<file path="src/sv/sfl_pkg.sv">
// ----------------------------------------------------------------------------
// sfl_pkg
// Shared widths, item codes and controller states for the symbol floor lookup.
// ----------------------------------------------------------------------------
package sfl_pkg;

    localparam int DEPTH_DEFAULT = 1024;

    localparam int ADDR_W  = 64;
    localparam int NAME_W  = 32;
    localparam int COUNT_W = 11;
    localparam int ENTRY_W = 10;

    localparam logic ACTION_LOAD  = 1'b0;
    localparam logic ACTION_QUERY = 1'b1;

    typedef enum logic [1:0] {
        ST_IDLE,
        ST_SCAN,
        ST_DONE
    } sfl_state_t;

endpackage

</file>
<file path="src/sv/sfl_scan.sv">
// ----------------------------------------------------------------------------
// sfl_scan
// Query sequencer: walks the table one entry a cycle, keeps the running
// floor match and holds the result in an output register.
// ----------------------------------------------------------------------------
module sfl_scan #(
    parameter int TABLE_DEPTH = sfl_pkg::DEPTH_DEFAULT,
    parameter int IDX_W       = (TABLE_DEPTH > 1) ? $clog2(TABLE_DEPTH) : 1
) (
    input  logic                        clk,
    input  logic                        rst_n,
    input  logic                        in_valid,
    output logic                        in_stall,
    input  logic                        action,
    input  logic [sfl_pkg::ADDR_W-1:0]  address,
    input  logic [sfl_pkg::COUNT_W-1:0] symbol_count,
    output logic                        rd_en,
    output logic [IDX_W-1:0]            rd_idx,
    input  logic [sfl_pkg::ADDR_W-1:0]  rd_addr,
    input  logic [sfl_pkg::NAME_W-1:0]  rd_name,
    output logic                        out_valid,
    input  logic                        out_stall,
    output logic                        found,
    output logic [sfl_pkg::ADDR_W-1:0]  symbol_address,
    output logic [sfl_pkg::NAME_W-1:0]  symbol_name_offset
);
    import sfl_pkg::*;

    localparam int CNT_W = IDX_W + 1;

    sfl_state_t        state_reg;
    sfl_state_t        state_next;

    logic [CNT_W-1:0]  issue_idx_reg;
    logic [CNT_W-1:0]  limit_reg;
    logic [CNT_W-1:0]  limit_sat;
    logic              pend_reg;
    logic [ADDR_W-1:0] query_addr_reg;
    logic [ADDR_W-1:0] best_addr_reg;
    logic [NAME_W-1:0] best_name_reg;
    logic              hit_reg;

    logic              out_valid_reg;
    logic              found_reg;
    logic [ADDR_W-1:0] out_addr_reg;
    logic [NAME_W-1:0] out_name_reg;

    logic              start;
    logic              issue;
    logic              better;
    logic              load_out;

    // count above the table depth scans the whole table
    assign limit_sat = (32'(symbol_count) > 32'(TABLE_DEPTH)) ? CNT_W'(TABLE_DEPTH)
                                                               : CNT_W'(symbol_count);

    assign start  = in_valid && (state_reg == ST_IDLE) && (action == ACTION_QUERY);
    assign issue  = (state_reg == ST_SCAN) && (issue_idx_reg < limit_reg);
    // later entry wins on equal start address
    assign better = (query_addr_reg >= rd_addr) && (rd_addr >= best_addr_reg);
    assign rd_idx = issue_idx_reg[IDX_W-1:0];

    always_comb
    begin
        state_next = state_reg;
        case (state_reg)
            ST_IDLE:
            begin
                if (start)
                begin
                    state_next = ST_SCAN;
                end
            end
            ST_SCAN:
            begin
                if (!issue && !pend_reg)
                begin
                    state_next = ST_DONE;
                end
            end
            ST_DONE:
            begin
                if (!out_valid_reg || !out_stall)
                begin
                    state_next = ST_IDLE;
                end
            end
            default:
            begin
                state_next = ST_IDLE;
            end
        endcase
    end

    always_comb
    begin
        in_stall = 1'b1;
        rd_en    = 1'b0;
        load_out = 1'b0;
        case (state_reg)
            ST_IDLE:
            begin
                in_stall = 1'b0;
            end
            ST_SCAN:
            begin
                rd_en = issue;
            end
            ST_DONE:
            begin
                load_out = !out_valid_reg || !out_stall;
            end
            default:
            begin
                in_stall = 1'b1;
            end
        endcase
    end

    always_ff @(posedge clk or negedge rst_n)
    begin
        if (!rst_n)
        begin
            state_reg     <= ST_IDLE;
            pend_reg      <= 1'b0;
            out_valid_reg <= 1'b0;
        end
        else
        begin
            state_reg <= state_next;
            pend_reg  <= issue;
            if (load_out)
            begin
                out_valid_reg <= 1'b1;
            end
            else if (!out_stall)
            begin
                out_valid_reg <= 1'b0;
            end
        end
    end

    always_ff @(posedge clk)
    begin
        if (start)
        begin
            issue_idx_reg  <= '0;
            limit_reg      <= limit_sat;
            query_addr_reg <= address;
            best_addr_reg  <= '0;
            best_name_reg  <= '0;
            hit_reg        <= 1'b0;
        end
        else
        begin
            if (issue)
            begin
                issue_idx_reg <= issue_idx_reg + 1'b1;
            end
            if (pend_reg && better)
            begin
                best_addr_reg <= rd_addr;
                best_name_reg <= rd_name;
                hit_reg       <= 1'b1;
            end
        end
        if (load_out)
        begin
            found_reg    <= hit_reg;
            out_addr_reg <= best_addr_reg;
            out_name_reg <= best_name_reg;
        end
    end

    assign out_valid          = out_valid_reg;
    assign found              = found_reg;
    assign symbol_address     = out_addr_reg;
    assign symbol_name_offset = out_name_reg;

endmodule

</file>
<file path="config.mk">
export PLATFORM = sky130hd
export DESIGN_NAME = sfl_scan
export DESIGN_NICKNAME = d
export VERILOG_FILES = /design/src/sv/sfl_pkg.sv /design/src/sv/sfl_scan.sv
export SDC_FILE = /design/constraint.sdc
export NUM_CORES = 1
export LEC_CHECK = 0
export ABC_AREA = 1
export CAP_MARGIN = 30
export CORE_MARGIN = 5
export CORE_UTILIZATION = 51
export DETAILED_ROUTE_END_ITERATION = 6
export DONT_BUFFER_PORTS = 1
export PLACE_DENSITY = 0.69
export REMOVE_ABC_BUFFERS = 1
export SYNTH_ARGS = -nofsm -noshare
export SYNTH_HDL_FRONTEND = slang
export SYNTH_SLANG_ARGS = --single-unit
</file>
<file path="constraint.sdc">
create_clock -name clk -period 5.5 [get_ports clk]
set_input_delay 0.55 -clock clk [delete_from_list [all_inputs] [get_ports clk]]
set_output_delay 0.55 -clock clk [all_outputs]
set_load 0.02 [all_outputs]
</file>
== Word-level counts from Yosys, hierarchy flattened ==
Index checks and enable logic that the tools add are counted.

* Input port bits: 176
* Word-level logic and storage cells: 45
* Register bits: 284

* Multiplexer cells: 9
* Reductions and logical operators: 13
* Magnitude comparators: 4
* Equality and inequality tests: 6
* Add/sub/neg operators: 1

{| class="wikitable"
|+ Operators with widths
! kind !! count
|-
| 64-bit >= comparator || 2
|-
| 11-bit by 1-bit adder with 11-bit output, second input constant || 1
|-
| 11-bit greater-than comparator, second input constant || 1
|-
| 11-bit < comparator || 1
|-
| 1-bit logical AND || 6
|-
| 2-bit 2-to-1 mux || 3
|-
| 2-bit one-hot mux with 3 select lines || 1
|-
| 1-bit 2-to-1 mux || 5
|-
| 1-bit zero test || 4
|-
| 2-bit by 1-bit != test with 1-bit output, second input constant || 2
|-
| 2-bit != test, second input constant || 2
|-
| 3-bit AND reduction || 1
|-
| 2-bit by 1-bit == test with 1-bit output, second input constant || 1
|-
| 2-bit == test, second input constant || 1
|-
| 2-bit zero test || 1
|-
| 1-bit logical OR || 1
|}

== Longest topological paths before layout ==
* Depth in word-level cells: 6
* Mapped depth: 21

== Worst setup path before layout ==
OpenSTA, ideal clock, no wires.

* Path type: input-to-reg
* Start point: input out_stall
* End point: register found_reg, in the netlist found, enable pin
* Slack: -339 ps
* Arrival time: 5254 ps
* Cell stages on the path: 1
* Path buffers: 0
* Setup time: 585 ps
* Required time: 4915 ps
* Cell sequence: a21oi_1

* Longest elaborated chain between the ends: 3

{| class="wikitable"
|+ RTL lines
! item !! RTL line !! RTL
|-
| start, declared || sfl_scan.sv:22 || <nowiki>input logic out_stall,</nowiki>
|-
| 1-bit zero test || - ||
|-
| 1-bit logical OR || sfl_scan.sv:111 || <nowiki>load_out = !out_valid_reg || !out_stall;</nowiki>
|-
| 1-bit 2-to-1 mux || sfl_scan.sv:100 || <nowiki>case (state_reg)</nowiki>
|-
| end signal, assigned || sfl_scan.sv:169 || <nowiki>found_reg <= hit_reg;</nowiki>
|-
| end, declared || sfl_scan.sv:44 || <nowiki>logic found_reg;</nowiki>
|}

No other way between the ends.
A chain may end at the register's enable or synchronous reset.

== Final worst setup path ==
* Start point: register query_addr_reg[11]
* End point: register best_name_reg[13]

* Longest elaborated chain between the ends: 3

{| class="wikitable"
|+ RTL lines
! item !! RTL line !! RTL
|-
| start, declared || sfl_scan.sv:38 || <nowiki>logic [ADDR_W-1:0] query_addr_reg;</nowiki>
|-
| start signal, assigned || sfl_scan.sv:149 || <nowiki>query_addr_reg <= address;</nowiki>
|-
| 64-bit >= comparator || sfl_scan.sv:60 || <nowiki>assign better = (query_addr_reg >= rd_addr) && (rd_addr >= best_addr_reg);</nowiki>
|-
| 1-bit logical AND || sfl_scan.sv:60 ||
|-
| 1-bit logical AND || sfl_scan.sv:160 || <nowiki>if (pend_reg && better)</nowiki>
|-
| end signal, assigned || sfl_scan.sv:163 || <nowiki>best_name_reg <= rd_name;</nowiki>
|-
| end, declared || sfl_scan.sv:40 || <nowiki>logic [NAME_W-1:0] best_name_reg;</nowiki>
|}

No other way between the ends.

==> results.yml <==
floorplanning:
  core_mm2: 0.0276
  fp.dieH_um: 177
  ioPinCount: 286
  dieWidth_um: 177
  rows: 61
  start_util: 0.515
  die_area_mm2: 0.0313
min_path:
  hold_end: "query_addr_reg[24]$_DFFE_PP_"
  hold_class: "in2reg"
  min_from: "address[24]"
  hold_depth: 0
cts:
  clkLatencyLatePin_ns: 0.56
  cts_tree: "yes"
  cts_sinks: 284
  cts_hold_buf: 1
  cts_root_buf: "clkbuf_16"
  clk_pin_slew_ns: 0.06
  cts-htree-levels: 1
  clk_path_buf_depth: 3
  cts-resized-gates: 0
  cts_buffers: 31
  cts_setup_buffers: 0
grt:
  grt_start_max_net_pins: 68
  first_global_vias: 9787
  overflow: 0
  grtUsageTotal: 0.208
  grt_pass1_wl_um: 52100
  antenna_found_initial: 5
critical_path:
  cp_top_family: "simple AND/OR/NAND/NOR gates"
  arrival_ns: 4.07
  max_stage_delay_ns: 0.74
  r2r_start: "query_addr_reg[11]$_DFFE_PP_"
  path_buf_inv: 2
  start_kind: "flop"
  crit_chain: "ha_1 > nand2_1 > nor2_1 > nand2_1 > nor2_1 > nand2_1 > nand3_1 > nand2_1 > nand2_1 > nand2_1 > nand2_4 > nand3_4 > buf_4 > nand2_1 > inv_1 > nor2_1"
  cpMostUsedCell: "nand2_1"
  reg2reg_slack_ns: 1.91
  cp_max_fo: 64
  crit_required_ns: 5.98
  worstReg2RegEnd: "best_name_reg[13]$_SDFFE_PP0P_"
  critPathCaptureType: "flop"
  cpMaxStageDelayCell: "nand3_4"
  reg2regPathDepth: 16
  critPathKind: "reg2reg"
synth:
  syn-mean-instance-area_um2: 8.84
  ys_ff_latch: 284
  yosys.cell_types.count: 33
  netlist_instances: 1609
  seq_area_frac_synth: 0.522
  yosysWarnings: 0
  netlist_area_mm2: 0.0142
routing:
  ant_nets: 0
  via_per_inst: 5.03
  firstDrtPassIters: 4
  drtIter0Drc: 577
  wl_per_cell_um: 16.7
  routed-via-count: 10000
  wl_um: 33300
  remaining_drc_errors: 0
job:
  drv_cap: 0
cells_and_area:
  area_delta_synth_final_pct: 9.27
  layout.nets: 1904
  drive_gt1_frac: 0.0620
  fin_util: 0.563
power:
  comb_power_share: 0.252
  p_clk_frac: 0.285
  leakage_nw: 7.57
  powerDensity_mw_per_mm2: 466
  switching_share: 0.352
  p_sw_mw: 2.55
  p_int_mw: 4.69
  ir_drop_mv: 0.393
  seqPwrFrac: 0.463
sta:
  fmax_mhz: 278
  min_period_ns: 3.59
  setup_violations: 0
  fin_skew_ns: 0.0111
  drv_slew: 0
  max_slew_margin: 0.413
  fin_setup_tns_ns: 0
  hold_violations: 0
  rsz0062_at_grt: "no"
  hold_ws_ns: 0.0860
  max_slew.worst_pin.slew_ns: 0.880
  finalCritPeriodShare: 0.653
run_status:
  status: "finished, final reports clean"
placement:
  port_buffers: 0
  gp_congestion: 0.858
  hpwl_um: 23500
## cells in the mapped netlist, drive strengths merged
cell       n  area, um2
nor2     154        581
edfxtp   172       5160
o21bai     3       22.5
buf       38        225
xnor2      4       35.0
inv      356       1340
a21oi     75        375
o21a       4       30.0
xor2       1       8.76
nand4    105        657
or2        1       6.26
clkinv     1       3.75
ha       139       1740
o2bb2ai    1       8.76
nor3      14       70.1
clkbuf    27        101
and2       1       6.26
nor4       2       12.5
dfxtp    108       2160
a21boi     1       7.51
o21ai     19       95.1
a21o       4       30.0
nand3     15       92.6
nand2    360       1360
dfrtp      4        100
## cell families (layout without fill, tap and decap cells)
logic type / count (synthesis) / in the layout / synth area share
xor gates and xnor gates: 5 / 5 / 0.00308
DFF: 284 / 284 / 0.522
adders and majority gates: 139 / 139 / 0.122
and+or+nand+nor: 652 / 652 / 0.195
buffers and inverters: 422 / 426 / 0.117
AOI/OAI and AO/OA: 107 / 107 / 0.0400
other: 0 / 2 / 0
## power groups by stage
stage	clock, mW	combinational (mW)	sequential (mW)
2_1_floorplan	0	1.30	3.39
3_3_place_gp	0	1.72	3.39
3_5_place_dp	0	1.82	3.41
4_1_cts	2.11	1.83	3.36
5_1_grt	2.20	2.11	3.40
6_report	2.06	1.83	3.36
## placed cells by master, fill, tap and decap left out, types with 3 or more instances in the layout
cell	Yosys	layout
o21ai_0	19	19
a21o_1	4	4
a21oi_1	75	74
o21bai_1	3	3
bufinv_16	0	4
clkinv_1	1	3
dfrtp_1	4	3
nor2_1	153	153
ha_1	139	139
clkinv_2	0	11
clkbuf_16	0	31
clkbuf_1	27	5
inv_1	325	325
xnor2_1	4	4
nand3_1	13	13
nand4_1	105	105
dfxtp_1	108	108
nand2_1	358	358
inv_2	31	31
buf_4	10	9
o21a_1	4	4
nor3_1	14	14
edfxtp_1	172	172
## worst max-delay path by stage
stage | cells after the start | slack [ns] | start | to
6_report | 16 | 1.91 | query_addr_reg[11]$_DFFE_PP_ | best_name_reg[13]$_SDFFE_PP0P_
5_1_grt | 16 | 1.53 | query_addr_reg[11]$_DFFE_PP_ | best_addr_reg[21]$_SDFFE_PP0P_
4_1_cts | 16 | 1.88 | query_addr_reg[11]$_DFFE_PP_ | best_name_reg[13]$_SDFFE_PP0P_
3_5_place_dp | 17 | 1.71 | rd_addr[23] | best_name_reg[7]$_SDFFE_PP0P_
3_3_place_gp | 17 | 1.74 | rd_addr[23] | best_addr_reg[34]$_SDFFE_PP0P_
2_1_floorplan | 1 | -0.34 | out_stall | found$_DFFE_PP_
## stage by stage
step	instance area [um2]	worst slack, ns	total power [mW]	instances
2_1_floorplan	13900	-0.339	4.69	1544
3_3_place_gp	14500	1.74	5.12	1931
3_5_place_dp	14500	1.71	5.23	1933
4_1_cts	15500	1.88	7.31	1991
5_1_grt	15500	1.53	7.72	1993
6_report	15500	1.91	7.25	1993
## cell type report
class                   count  area, um2
diodes                      2       5.00
clock buffers              36        795
clock inverters            21        214
fillers                  2408      12100
inverters                 357       1340
multi-input cells         903       5150
flip-flops and latches    284       7430
well taps                 378        473
repair buffers             12        133
## worst register-to-register path, cell delays in order, from the launching register on
cell      delay [ns]
edfxtp_1        0.40
ha_1            0.31
nand2_1         0.07
nor2_1          0.23
nand2_1         0.11
nor2_1          0.09
nand2_1         0.06
nand3_1         0.09
nand2_1         0.05
nand2_1         0.10
nand2_1         0.10
nand2_4         0.34
nand3_4         0.75
buf_4           0.55
nand2_1         0.12
inv_1           0.05
nor2_1          0.11
## per-layer routing
metal,vias to the layer above,share of wire,track usage
met2,307,0.46,0.335
met3,77,0.090,0.0647
met1,4558,0.42,0.267
li1,5078,-,-
met5,-,0.0016,0
met4,6,0.036,0.0700
No activity file was read; power rests on OpenSTA's default activity.
